File: src/rtl/core/pdv_pkg.sv
package pdv_pkg;

   localparam int FRAC_BITS = 16;

   // quotient bits per division, one cell each; wide enough that a clamped
   // quotient still saturates the screen range after the origin is added
   localparam int QB = (FRAC_BITS + 17 > 33) ? FRAC_BITS + 17 : 33;
   localparam int REM_W = 33;
   localparam int PXY_W = 49;
   localparam int NUM_XW = PXY_W + FRAC_BITS;
   localparam int NUM_ZW = 51;
   localparam int SUM_W = QB + 2;
   localparam int DEPTH_W = 17;
   localparam logic [DEPTH_W-1:0] DEPTH_ONE = 17'h10000;

   localparam logic [2:0] CSR_LEFT = 3'd0;
   localparam logic [2:0] CSR_TOP = 3'd1;
   localparam logic [2:0] CSR_WIDTH = 3'd2;
   localparam logic [2:0] CSR_HEIGHT = 3'd3;
   localparam logic [2:0] CSR_NEAR = 3'd4;
   localparam logic [2:0] CSR_FAR = 3'd5;

   typedef struct packed {
      logic signed [14:0] left;
      logic signed [14:0] top;
      logic [14:0] width;
      logic [14:0] height;
      logic [DEPTH_W-1:0] near;
      logic [DEPTH_W-1:0] far;
   } cfg_type;

   typedef struct packed {
      logic [REM_W-1:0] rem;
      logic [QB-1:0] sh;
   } lane_type;

   typedef struct packed {
      logic [REM_W-1:0] d;
      logic negx;
      logic negy;
      logic negz;
      logic ovx;
      logic ovy;
      logic ovz;
      logic bad;
   } side_type;

   typedef struct packed {
      logic valid;
      side_type side;
      lane_type lx;
      lane_type ly;
      lane_type lz;
   } stage_type;

endpackage

File: src/rtl/core/pdv_cell.sv
module pdv_cell (
   input  logic clock,
   input  logic reset,
   input  pdv_pkg::stage_type up,
   output logic up_en,
   output pdv_pkg::stage_type dn,
   input  logic dn_en
);
   logic valid_ff;
   pdv_pkg::stage_type st_ff, st_in;

   // one restoring step: bring down the next numerator bit, keep quotient bit
   function automatic pdv_pkg::lane_type step(input pdv_pkg::lane_type l,
                                              input logic [pdv_pkg::REM_W-1:0] d);
      logic [pdv_pkg::REM_W:0] t;
      logic q;
      pdv_pkg::lane_type r;
      t = {l.rem, l.sh[pdv_pkg::QB-1]};
      q = t >= {1'b0, d};
      r.rem = q ? pdv_pkg::REM_W'(t - {1'b0, d}) : t[pdv_pkg::REM_W-1:0];
      r.sh = {l.sh[pdv_pkg::QB-2:0], q};
      return r;
   endfunction

   assign up_en = !valid_ff || dn_en;

   always_comb begin
      st_in = up;
      st_in.lx = step(up.lx, up.side.d);
      st_in.ly = step(up.ly, up.side.d);
      st_in.lz = step(up.lz, up.side.d);
   end

   always_ff @(posedge clock) begin
      if (reset) valid_ff <= 1'b0;
      else if (up_en) valid_ff <= up.valid;
   end

   always_ff @(posedge clock) begin
      if (up_en) st_ff <= st_in;
   end

   always_comb begin
      dn = st_ff;
      dn.valid = valid_ff;
   end
endmodule

File: config.mk
export PLATFORM = sky130hd
export DESIGN_NAME = pdv_cell
export DESIGN_NICKNAME = d
export VERILOG_FILES = /design/src/rtl/core/pdv_pkg.sv /design/src/rtl/core/pdv_cell.sv
export SDC_FILE = /design/constraint.sdc
export NUM_CORES = 1
export LEC_CHECK = 0
export ABC_CLOCK_PERIOD_IN_PS = 10600
export BUFFER_PORTS_ARGS = -buffer_cell sky130_fd_sc_hd__buf_2
export CAP_MARGIN = 20
export CORE_MARGIN = 1.5
export CORE_UTILIZATION = 30
export CTS_BUF_LIST = sky130_fd_sc_hd__clkbuf_4
export CTS_CLUSTER_SIZE = 24
export DETAILED_ROUTE_END_ITERATION = 10
export PLACE_DENSITY = 0.58
export SETUP_SLACK_MARGIN = 0.4
export SLEW_MARGIN = 10
export SYNTH_ARGS = -nofsm -noshare
export SYNTH_HDL_FRONTEND = slang
export SYNTH_SLANG_ARGS = --single-unit
File: constraint.sdc
create_clock -name clock -period 10.6 [get_ports clock]
set_input_delay 2.12 -clock clock [delete_from_list [all_inputs] [get_ports clock]]
set_output_delay 2.12 -clock clock [all_outputs]
set_load 0.005 [all_outputs]
; After elaboration in Yosys (flattened, before gate mapping)
; Index checks and enable logic that the tools add are counted.
[word_totals]
ff_bits = 239
inputBits = 242
out_inout_bits = 240
word_cells = 26
[classes]
addsub = 3
order_cmp = 3
mux = 3
n_reduce_logical = 2
[op_table]
columns = operator, n
row1 = >= comparator 34 x 33 -> 1 bit, 3
row2 = 2-to-1 mux 33 bit, 3
row3 = subtractor 33 bit, 3
row4 = logical NOT 1 bit, 1
row5 = logical OR 1 bit, 1

; Depth between registers and ports, before layout
[depth]
ltp_word = 2
mapped_depth = 14
depth_no_buf = 13

; Least setup slack after synthesis
; Ideal clock, no wire load.
[synth_path]
path_type = input-to-output
start = in dn_en
end = out up_en
t_arrival_ps = 7872
slack_ps = 608
path_stages = 1
path_buffers = 0
cell_sequence = nand2b_1
[synth_between]
elab_chain_len = 1
[synth_lines]
columns = element, line
row1 = "start, declared", pdv_cell.sv:7  ; input logic dn_en
row2 = logical OR 1 bit, pdv_cell.sv:25  ; assign up_en = !valid_ff || dn_en;
row3 = "end, declared", pdv_cell.sv:5  ; output logic up_en,
; No other way between the ends.

; Worst setup path after layout
; Same ends and word-level chain as after synthesis.

==> results.toml <==
[run_status]
status = "finished clean"

[cts]
cts_setup_buffers = 0
cts_tree = "done"
ctsResizeCount = 0
clock_path_buffers = 3
path_clk_slew_ns = 0.07
ctsHoldBuffers = 0
cts.sinks = 239
htreeDepth = 3
cts_root_buffer = "clkbuf_4"
insertion_delay_ns = 0.74
cts_buffers = 67

[synthesis]
syn_avg_cell_area_um2 = 10.8
yosys_warnings = 0
synthCells = 1303
synthTopCellsByCount = "238 x edfxtp_1, 129 x a21oi_1, 105 x nor2_1"
yosysSeqAreaShare = 0.508
synth.top_cells.by_area = "edfxtp_1 51%, ha_1 8.8%, a21oi_1 4.6%"
ys_ff_latch = 239
synth-edff-count = 238
yosysTopAreaCellShare = 0.506
synth.largest_area_cell = "edfxtp_1"
syn-cell-area_mm2 = 0.0141
synthArstFlopShare = 0
yosysUniqueCellTypes = 79
synth_ff_type = "edfxtp_1"
synth_fp_nets = 1647
synth.most_common_cell = "edfxtp_1"

[grt]
grt_first_pass_wirelength_um = 76000
grt_max_degree = 79
grt_pass1_vias = 12336
overflow = 0
antenna_found_initial = 25
grtUsageTotal = 0.216

[pwr]
vdd_ir_drop_max_uv = 81.2
p_leak_nw = 8.01
p_per_area_mw_per_mm2 = 157
p_total_mw = 2.82

[place]
place_congestion = 0.916
portBuffers = 481
dp_hpwl_um = 44500
dp_cells = 2349
postPlaceCellArea_mm2 = 0.0171

[sta]
holdWs_ns = 1.12
max_slew_margin = 0.320
skew_ns = 0.0244
setup_tns_ns = 0
finalHoldViolCount = 0
setup_viol = 0
slew_viol_final = 0
rsz0062_at_grt = "no"
tightest_slew_ns = 1.02
post-route-period-util = 0.489
fmax_ghz = 0.193
period_minus_slack_ns = 5.18

[die]
ios = 482
core_mm2 = 0.0465
die_y_um = 220
initial_core_util = 0.304
die_area_mm2 = 0.0484
fp-row-count = 79
dieWidth_um = 220

[job]
drv_cap = 0

[critical_path]
worst-path-buf-inv = 2
regToRegEndpoint = "dn[209]"
worstPathMaxFanout = 47
r2r_setup_slack_ns = 7.60
cpPeakStageDelay_ns = 0.56
path_cells = "buf_2 > nand2b_4 > buf_2"
critPathKind = "input port to primary output"
start_kind = "input port"
worst_path_most_repeated_cell = "buf_2"
worstSetupEndpointType = "primary output"
r2r-start = "valid_ff"
critPathSlowestCell = "nand2b_4"
path_delay_family = "simple AND/OR/NAND/NOR gates"
required_ns = 8.48
cp.arrival_ns = 3.06
r2r_cells = 3

[detailed_routing]
routed_wl_um = 54100
first_iter_violations = 725
drc = 0
routedWlPerCell_um = 21.9
final_antenna_net_count = 0
num_vias = 12564
viasPerCell = 5.09
first_pass_iters = 7

[hold_path]
holdPathEnd = "dn[124]"
min_path_type = "register to register"
hold_path_depth = 1
hold_path_startpoint = "valid_ff"

[layout]
drive_gt1_frac = 0.336
fin_cells = 2467
nets = 2155
syn2layout_area_growth_pct = 27.1
fin_area_mm2 = 0.0179
report_power, final:
part           internal, mW  total, mW  switching, mW
clock network         0.466      0.870          0.403
registers              1.19       1.23         0.0370
logic                 0.297      0.727          0.431
total                  1.95       2.82          0.871
per-layer routing:
metal | wire length (um) | GRT usage | up-vias
li1 | - | - | 5978
met1 | 20400 | 0.236 | 5938
met2 | 27600 | 0.389 | 513
met3 | 4010 | 0.0565 | 123
met4 | 2030 | 0.0971 | 12
met5 | 80 | 0 | -
sequential cells by signal (all words and copies together), names as in the netlist:
signal and cells:
valid_ff 1, dn 238
final cells by class:
type | instances | area [um^2]
inverters | 69 | 262
flip-flops and latches | 239 | 7170
clock buffers | 90 | 676
clock inverters | 20 | 168
multi-input cells | 949 | 6450
diodes | 8 | 20.0
well taps | 607 | 759
repair buffers | 485 | 2440
fillers | 4734 | 28500
stage by stage:
step	util	setup slack, ns
final	0.386	5.42
after global routing	0.386	5.29
after CTS	0.386	5.40
after detailed placement	0.368	4.85
after global placement	0.368	4.90
after floorplan	-	0.608
worst max-delay path by stage:
| stage | startpoint | end | slack, ns | depth (start not counted) |
|---|---|---|---|---|
| 3_3_place_gp | up[32] | dn[62] | 4.90 | 14 |
| 2_1_floorplan | dn_en | up_en | 0.61 | 1 |
| 6_report | dn_en | up_en | 5.42 | 3 |
| 5_1_grt | up[32] | dn[62] | 5.29 | 14 |
| 4_1_cts | dn_en | up_en | 5.40 | 3 |
| 3_5_place_dp | up[205] | dn[62] | 4.85 | 13 |
kinds of logic after synthesis:
| logic type | count (synthesis) | synth area share |
|---|---|---|
| and+or+nand+nor | 347 | 0.117 |
| AOI/OAI and AO/OA | 408 | 0.188 |
| buffers and inverters | 115 | 0.0358 |
| DFF | 239 | 0.508 |
| xor gates and xnor gates | 78 | 0.0484 |
| muxes | 14 | 0.0111 |
| adders and majority gates | 102 | 0.0920 |
placed cells by master, fill, tap and decap left out, drive strengths merged, types with 8 or more instances in the layout:
master,n
inv,70
xnor2,45
o21a,13
o21ai,95
clkinv,16
diode,8
a21oi,130
o211ai,13
nand3,26
nor2,105
ha,99
and3,16
buf,485
a21o,45
and2,9
a31oi,10
nor3,20
edfxtp,238
nand2,102
o21bai,17
clkbuf,90
mux2,13
xor2,33
nand4,21
a211oi,11
nor2b,8
nand2b,11
Note: power is estimated with default switching activity, not from simulation.
