--- src/rtl/core/pdv_pkg.sv ---
package pdv_pkg;

   localparam int FRAC_BITS = 16;

   // quotient bits per division, one cell each; wide enough that a clamped
   // quotient still saturates the screen range after the origin is added
   localparam int QB = (FRAC_BITS + 17 > 33) ? FRAC_BITS + 17 : 33;
   localparam int REM_W = 33;
   localparam int PXY_W = 49;
   localparam int NUM_XW = PXY_W + FRAC_BITS;
   localparam int NUM_ZW = 51;
   localparam int SUM_W = QB + 2;
   localparam int DEPTH_W = 17;
   localparam logic [DEPTH_W-1:0] DEPTH_ONE = 17'h10000;

   localparam logic [2:0] CSR_LEFT = 3'd0;
   localparam logic [2:0] CSR_TOP = 3'd1;
   localparam logic [2:0] CSR_WIDTH = 3'd2;
   localparam logic [2:0] CSR_HEIGHT = 3'd3;
   localparam logic [2:0] CSR_NEAR = 3'd4;
   localparam logic [2:0] CSR_FAR = 3'd5;

   typedef struct packed {
      logic signed [14:0] left;
      logic signed [14:0] top;
      logic [14:0] width;
      logic [14:0] height;
      logic [DEPTH_W-1:0] near;
      logic [DEPTH_W-1:0] far;
   } cfg_type;

   typedef struct packed {
      logic [REM_W-1:0] rem;
      logic [QB-1:0] sh;
   } lane_type;

   typedef struct packed {
      logic [REM_W-1:0] d;
      logic negx;
      logic negy;
      logic negz;
      logic ovx;
      logic ovy;
      logic ovz;
      logic bad;
   } side_type;

   typedef struct packed {
      logic valid;
      side_type side;
      lane_type lx;
      lane_type ly;
      lane_type lz;
   } stage_type;

endpackage

--- src/rtl/core/pdv_rsp_if.sv ---
interface pdv_rsp_if;
   logic valid;
   logic ready;
   logic signed [31:0] screen_x;
   logic signed [31:0] screen_y;
   logic [16:0] depth_out;
   logic bad_w;
   modport source(output valid, screen_x, screen_y, depth_out, bad_w, input ready);
   modport sink(input valid, screen_x, screen_y, depth_out, bad_w, output ready);
endinterface

--- src/rtl/core/pdv_back.sv ---
module pdv_back (
   input  logic clock,
   input  logic reset,
   input  pdv_pkg::stage_type up,
   output logic up_en,
   input  pdv_pkg::cfg_type cfg,
   pdv_rsp_if.source rsp_ch
);
   localparam logic signed [pdv_pkg::SUM_W-1:0] SMAX = pdv_pkg::SUM_W'(64'sh7fffffff);
   localparam logic signed [pdv_pkg::SUM_W-1:0] SMIN = pdv_pkg::SUM_W'(-64'sh80000000);

   logic valid_ff;
   logic signed [31:0] sx_ff, sx_in, sy_ff, sy_in;
   logic [pdv_pkg::DEPTH_W-1:0] dz_ff, dz_in;
   logic bad_ff;
   logic [pdv_pkg::QB-1:0] qx, qy, qz;
   logic signed [pdv_pkg::QB:0] vx, vy;
   logic signed [pdv_pkg::SUM_W-1:0] ax, ay;

   function automatic logic signed [31:0] sat(input logic signed [pdv_pkg::SUM_W-1:0] v);
      logic signed [31:0] r;
      if (v > SMAX) r = 32'sh7fffffff;
      else if (v < SMIN) r = -32'sh80000000;
      else r = v[31:0];
      return r;
   endfunction

   assign up_en = !valid_ff || rsp_ch.ready;

   always_comb begin
      qx = up.side.ovx ? '1 : up.lx.sh;
      qy = up.side.ovy ? '1 : up.ly.sh;
      qz = up.lz.sh;
      vx = up.side.negx ? ~$signed({1'b0, qx}) : $signed({1'b0, qx});
      vy = up.side.negy ? ~$signed({1'b0, qy}) : $signed({1'b0, qy});
      ax = pdv_pkg::SUM_W'(vx) + (pdv_pkg::SUM_W'(cfg.left) <<< pdv_pkg::FRAC_BITS);
      ay = pdv_pkg::SUM_W'(vy) + (pdv_pkg::SUM_W'(cfg.top) <<< pdv_pkg::FRAC_BITS);
      sx_in = sat(ax);
      sy_in = sat(ay);
      if (up.side.negz) dz_in = '0;
      else if (up.side.ovz || qz > pdv_pkg::QB'(pdv_pkg::DEPTH_ONE)) dz_in = pdv_pkg::DEPTH_ONE;
      else dz_in = qz[pdv_pkg::DEPTH_W-1:0];
      if (up.side.bad) begin
         sx_in = '0;
         sy_in = '0;
         dz_in = '0;
      end
   end

   always_ff @(posedge clock) begin
      if (reset) valid_ff <= 1'b0;
      else if (up_en) valid_ff <= up.valid;
   end

   always_ff @(posedge clock) begin
      if (up_en) begin
         sx_ff <= sx_in;
         sy_ff <= sy_in;
         dz_ff <= dz_in;
         bad_ff <= up.side.bad;
      end
   end

   assign rsp_ch.valid = valid_ff;
   assign rsp_ch.screen_x = sx_ff;
   assign rsp_ch.screen_y = sy_ff;
   assign rsp_ch.depth_out = dz_ff;
   assign rsp_ch.bad_w = bad_ff;
endmodule

--- src/flat_wrapper.sv ---
// flat-port wrapper written by rule: the top's interface ports become plain ports
module pdv_back_flat 
  (clock, reset, up, up_en, cfg, rsp_ch_valid, rsp_ch_screen_x, rsp_ch_screen_y, rsp_ch_depth_out, rsp_ch_bad_w, rsp_ch_ready);
  pdv_rsp_if rsp_ch_i ();
  input  logic clock;
  input  logic reset;
  input  pdv_pkg::stage_type up;
  output logic up_en;
  input  pdv_pkg::cfg_type cfg;
  output wire logic [$bits(rsp_ch_i.valid)-1:0] rsp_ch_valid;
  output wire logic [$bits(rsp_ch_i.screen_x)-1:0] rsp_ch_screen_x;
  output wire logic [$bits(rsp_ch_i.screen_y)-1:0] rsp_ch_screen_y;
  output wire logic [$bits(rsp_ch_i.depth_out)-1:0] rsp_ch_depth_out;
  output wire logic [$bits(rsp_ch_i.bad_w)-1:0] rsp_ch_bad_w;
  input wire logic [$bits(rsp_ch_i.ready)-1:0] rsp_ch_ready;
  assign rsp_ch_valid = rsp_ch_i.valid;
  assign rsp_ch_screen_x = rsp_ch_i.screen_x;
  assign rsp_ch_screen_y = rsp_ch_i.screen_y;
  assign rsp_ch_depth_out = rsp_ch_i.depth_out;
  assign rsp_ch_bad_w = rsp_ch_i.bad_w;
  assign rsp_ch_i.ready = rsp_ch_ready;
  pdv_back u_core (.clock(clock), .reset(reset), .up(up), .up_en(up_en), .cfg(cfg), .rsp_ch(rsp_ch_i));
endmodule
--- config.mk ---
export PLATFORM = sky130hd
export DESIGN_NAME = pdv_back_flat
export DESIGN_NICKNAME = d
export VERILOG_FILES = /design/src/rtl/core/pdv_pkg.sv /design/src/rtl/core/pdv_rsp_if.sv /design/src/rtl/core/pdv_back.sv /design/src/flat_wrapper.sv
export SDC_FILE = /design/constraint.sdc
export NUM_CORES = 1
export LEC_CHECK = 0
export BUFFER_PORTS_ARGS = -buffer_cell sky130_fd_sc_hd__buf_4
export CAP_MARGIN = 10
export CORE_AREA = 3 3 163 165
export CTS_CLUSTER_SIZE = 30
export DETAILED_ROUTE_END_ITERATION = 16
export DIE_AREA = 0 0 166 168
export PLACE_DENSITY = 0.63
export SETUP_SLACK_MARGIN = 0.2
export SLEW_MARGIN = 30
export SYNTH_ARGS = -nofsm -noshare
export SYNTH_HDL_FRONTEND = slang
export SYNTH_SLANG_ARGS = --single-unit
--- constraint.sdc ---
create_clock -name clock -period 7.4 [get_ports clock]
set_input_delay 1.48 -clock clock [delete_from_list [all_inputs] [get_ports clock]]
set_output_delay 1.48 -clock clock [all_outputs]
set_load 0.02 [all_outputs]
* Word-level counts from Yosys, hierarchy flattened
Cells that the tools add are included.
** Storage, ports and cells
- Bits in registers :: 83
- Bits of input ports :: 336
- Output and inout port bits :: 84
- Logic and storage cells :: 33
** Operators by class
- Add/subtract/negate cells :: 2
- Order comparisons :: 5
- Mux-type cells :: 9
- Bitwise gates (word level) :: 2
- Reductions and logical operators :: 7
** Operator list (count)
- adder 34 x 31 -> 35 bit :: 2
- greater-than comparator 35 x 32 -> 1 bit (second input constant) :: 2
- less-than comparator 35 x 32 -> 1 bit (second input constant) :: 2
- two-way mux 34 bit :: 2
- inverter 33 -> 34 bit :: 2
- two-way mux 33 bit :: 2
- two-way mux 32 bit :: 2
- two-way mux 31 bit :: 2
- greater-than comparator 33 x 17 -> 1 bit (second input constant) :: 1
- two-way mux 17 bit :: 1
- OR reduction 2 bit :: 3
- OR reduction 3 bit :: 1
- logical OR 1 bit :: 2
- logical NOT 1 bit :: 1

* Logic depth before layout (Yosys ltp)
- Word-level depth :: 7
- Gate-level depth with buffers :: 15
- Depth with buffers taken out :: 12

* Least setup slack after synthesis
Ideal clock, no wire load.
- Path type :: input port to flip-flop
- From :: input up[204] (netlist name)
- To :: register u_core.sx_ff[10] (netlist: u_core.rsp_ch.screen_x[10]), data pin
- Arrival time :: 4.990 ns
- Slack :: 2.132 ns
- Cell stages on the path :: 15
- Path through :: clkbuf_1 > clkbuf_1 > buf_1 > xnor2_1 > ha_1 > inv_1 > fa_1 > nand2b_1 > a21oi_1 > o2111ai_1 > a211oi_1 > a311oi_2 > o221ai_1 > buf_2 > o31ai_2
** Between the ends
- Cells in the longest elaborated chain, start to end :: 5
** Ends and longest elaborated chain
- start, declared :: RTL line flat_wrapper.sv:7 : input pdv_pkg::stage_type up;
- two-way mux 34 bit (*) :: RTL line pdv_back.sv:34 : vx = up.side.negx ? ~$signed({1'b0, qx}) : $signed({1'b0, qx});
- adder 34 x 31 -> 35 bit (*) :: RTL line pdv_back.sv:36 : ax = pdv_pkg::SUM_W'(vx) + (pdv_pkg::SUM_W'(cfg.left) <<< pdv_pkg::FRAC_BITS);
- less-than comparator 35 x 32 -> 1 bit :: RTL line pdv_back.sv:23 : else if (v < SMIN) r = -32'sh80000000;
- two-way mux 32 bit :: RTL line pdv_back.sv:23
- two-way mux 31 bit (*) :: RTL line pdv_back.sv:22 : if (v > SMAX) r = 32'sh7fffffff;
- end signal, assigned :: RTL line pdv_back.sv:57 : sx_ff <= sx_in;
- end, declared :: RTL line pdv_back.sv:13 : logic signed [31:0] sx_ff, sx_in, sy_ff, sy_in;
Every way passes the cells marked *; elsewhere a longest branch is shown, timed or not.
A chain may end at the register's enable or synchronous reset.

* Worst setup path after layout
- From :: input up[203] (netlist name)
- To :: register u_core.sy_ff[13] (netlist: u_core.rsp_ch.screen_y[13]), data pin
** Between the ends
- Cells in the longest elaborated chain, start to end :: 5
** Ends and longest elaborated chain
- two-way mux 34 bit (*) :: RTL line pdv_back.sv:35 : vy = up.side.negy ? ~$signed({1'b0, qy}) : $signed({1'b0, qy});
- adder 34 x 31 -> 35 bit (*) :: RTL line pdv_back.sv:37 : ay = pdv_pkg::SUM_W'(vy) + (pdv_pkg::SUM_W'(cfg.top) <<< pdv_pkg::FRAC_BITS);
- less-than comparator 35 x 32 -> 1 bit :: RTL line pdv_back.sv:23
- two-way mux 32 bit :: RTL line pdv_back.sv:23
- two-way mux 31 bit (*) :: RTL line pdv_back.sv:22
- end signal, assigned :: RTL line pdv_back.sv:58 : sy_ff <= sy_in;
- end, declared :: RTL line pdv_back.sv:13
Marks and branches as above.

==> summary.txt <==
Run status
  – Status: completed

Worst hold path
  – Hold depth: 2
  – Worst min path class: reg -> reg
  – Hold path start: u_core.rsp_ch.valid
  – Worst Hold End: u_core.rsp_ch.valid

Final layout
  – Final #Nets: 1198
  – P&R area growth vs syn: 34.3%
  – Share of layout cells above drive strength 1: 38.8%
  – Final instance area: 0.00879 mm^2

Place
  – Port Buffers: 223
  – Dpl cell area: 0.00849 mm^2
  – Placer Congestion: between 0.8 and 0.9
  – DP HPWL: 15.1 mm

CTS
  – Post-cts resize count: 0
  – Clk slew on worst S/H paths: 0.07 ns
  – Post-CTS setup buffers: 0
  – H-tree levels: 3
  – CTS tree: built
  – Clock Sink Count: 83
  – Hold-fix buffers, CTS: 0
  – CTS Buffer Depth: 2
  – CTS buffer count: 9
  – Clk_lat worst skew: 0.34 ns
  – Clock root cell: clkbuf_16

Route
  – Vias: 5529
  – DRC viols: 0
  – Avg WL per Cell: 16.9 um
  – Final wirelength: 19.6 mm
  – DRT iter0 DRCs: about 260
  – DR vias/cell: around 4.8
  – Final ANT Viol Nets: 0
  – Drt pass-1 iters: 4

Worst setup path
  – Top delay family on crit path: compound AO/OA/AOI/OAI gates
  – Buf/Inv on CP: 2
  – CP Launch Type: input port
  – Max stage delay on crit path: 0.65 ns
  – CP Launch Point: up[203]
  – Crit path DAT: 4.93 ns
  – Reg-to-reg slack, setup: 5.62 ns
  – Cells on worst reg2reg path: 2
  – Worst EP required: around 7.5 ns
  – Slowest stage cell, crit path: o41ai_2
  – CP Cell Sequence: buf_4, xnor2_1, ha_1, a21oi_1, nor2_1, o41ai_2, a21oi_1, xor2_1, o311ai_4, buf_4, a211oi_2
  – Setup crit end kind: register
  – Crit-path max FO: 34
  – Critical path type: in -> reg
  – Critical R2R Launch: u_core.rsp_ch.valid
  – R2R Path End: u_core.rsp_ch.screen_y[26]

Synthesis
  – Top_reg_cell synth: edfxtp_1
  – Cells after Synth: 628
  – Mapped Area: 0.00655 mm^2
  – Seq/Total Area, Yosys: 37.9%
  – Synth Area per Inst: 10.4 um^2
  – EDFF count, synth: between 80 and 90
  – Yosys reg bits: 83
  – YS warnings: 0
  – Net count after synthesis: 1002
  – Post-synth cell types: 62
  – FFs w/ async S/R, synth: 0%

Timing
  – Slew headroom: 49.2%
  – RSZ-0062 raised after global routing: no
  – Clock skew: between 0.007 and 0.008 ns
  – Worst hold slack: ~0.84 ns
  – Min cycle time layout: around 4.9 ns
  – Final number of setup-violating endpoints: 0
  – Maximum clock rate: 205 MHz
  – Worst-Margin Slew: 0.762 ns
  – Period utilization: 65.9%
  – Max Transition Viols Final: 0
  – Fin. Hold Viols: 0
  – TNS Setup: 0 ns

Global route
  – Largest net degree at the start of global routing: 58
  – First-pass GRT wire length: 30.2 mm
  – Remaining global-route overflow: 0
  – Vias in the first global route: 5474
  – Gr usage total: 13.5%
  – Initial antenna violation count: 7

Floorplanning
  – Full die area: 0.0279 mm^2
  – I/O pin count: 420
  – Initial Util: 26.0%
  – DIE WIDTH: approximately 170 um
  – CORE AREA: 0.0252 mm^2
  – Die H: 168 um
  – # rows: 58

Power
  – Pleak: 3.71 nW
  – Power Dens Cells: 217 mW/mm^2
  – Peak VDD IR: 95.2 uV
  – Total chip power: 0.00191 W

Flow run
  – Max-cap violations: 0
[registers in the layout, summed over array words and instances (netlist names)]
name,cells
u_core.rsp_ch.screen_y,32
u_core.rsp_ch.bad_w,1
u_core.rsp_ch.depth_out,17
u_core.rsp_ch.screen_x,32
u_core.rsp_ch.valid,1
[cells in the final DEF, fill, tap and decap left out, drive strengths merged, types with 20 or more instances in the layout]
cell	Yosys	final
a21oi	35	35
a211oi	37	37
o31ai	29	29
nor2	83	83
xor2	47	47
inv	17	20
edfxtp	82	82
xnor2	43	43
buf	22	229
ha	36	36
[how the worst max path moves through the flow]
stage | depth (start not counted) | slack, ns | end
finish | 11 | 2.52 | u_core.rsp_ch.screen_y[13]
global route | 13 | 2.34 | u_core.rsp_ch.screen_x[23]
CTS | 11 | 2.50 | u_core.rsp_ch.screen_y[13]
detailed placement | 11 | 2.15 | u_core.rsp_ch.screen_y[13]
global placement | 11 | 2.20 | u_core.rsp_ch.screen_y[13]
floorplan | 15 | 2.13 | u_core.rsp_ch.screen_x[10]
[report_power, final]
group / internal (W) / switching (W)
combinational: 0.000347 / 0.000485
sequential: 0.000619 / 0.0000249
clock: 0.000233 / 0.000201
total: 0.00120 / 0.000711
[layout make-up]
cell class                      count  area, um^2
Clock inverter                      7        60.1
Inverter                           17        63.8
Multi-Input combinational cell    484        3830
Tap cell                          330         413
Sequential cell                    83        2480
Fill cell                        2562       16400
Clock buffer                        9         225
Timing Repair Buffer              229        1720
Antenna cell                        1        2.50
[routing by layer]
metal | global-route usage, % | up-vias | part of all wire [%]
li1 | - | 2719 | -
met1 | 16.3 | 2616 | 42
met2 | 22.7 | 155 | 48
met3 | 5.19 | 27 | 8.4
met4 | 3.69 | 12 | 1.5
met5 | 0 | - | 0.34
[synthesized netlist by cell type (all sizes together), types with 2 or more instances]
library cell   n  area, um^2
a31oi          8        56.3
xor2          47         412
a32oi          2        17.5
nor2          83         312
nor3           5        25.0
and3           5        36.3
inv           17        63.8
or3            3        18.8
a21o          16         120
nor4          10        68.8
nand2b        11        68.8
a2111oi        2        23.8
a211oi        37         443
clkbuf        22        82.6
and2          19         119
or4            2        15.0
o21a           6        45.0
o211a          3        30.0
edfxtp        82        2460
o21ai         14        70.1
a311oi         3        38.8
and4           3        26.3
o41ai          2        32.5
o211ai         3        22.5
buf           22         156
nand4          6        37.5
o31ai         29         363
nor2b          2        12.5
o2111ai        4        41.3
nand2         19        71.3
ha            36         450
nand3          9        45.0
fa             2        40.0
xnor2         43         377
a21oi         35         175
[metrics by stage]
step / worst slack, ns / std cells / util [%]
final: 2.52 / 1160 / 34.9
after global routing: 2.34 / 1159 / 34.9
after CTS: 2.50 / 1159 / 34.9
after detailed placement: 2.15 / 1143 / 33.7
after global placement: 2.20 / 1143 / 33.7
after floorplan: 2.13 / 628 / -
[worst reg2reg max path: cells and delay by family, from the launching register on]
family                 cells  cell delay (ns)
buffers and inverters      1             0.70
AND/OR/NAND/NOR            1             0.34
flip-flops                 1             0.33
[logic make-up after synthesis]
kind of cell,after synthesis,synth area share (%)
flip-flops,83,37.9
XOR/XNOR,90,12.0
buffers and inverters,61,4.62
multiplexers,2,0.325
adder cells (fa/ha/maj),38,7.49
AO/OA/AOI/OAI,175,24.3
AND/OR/NAND/NOR,179,13.4
No activity file was read; power rests on OpenSTA's default activity.
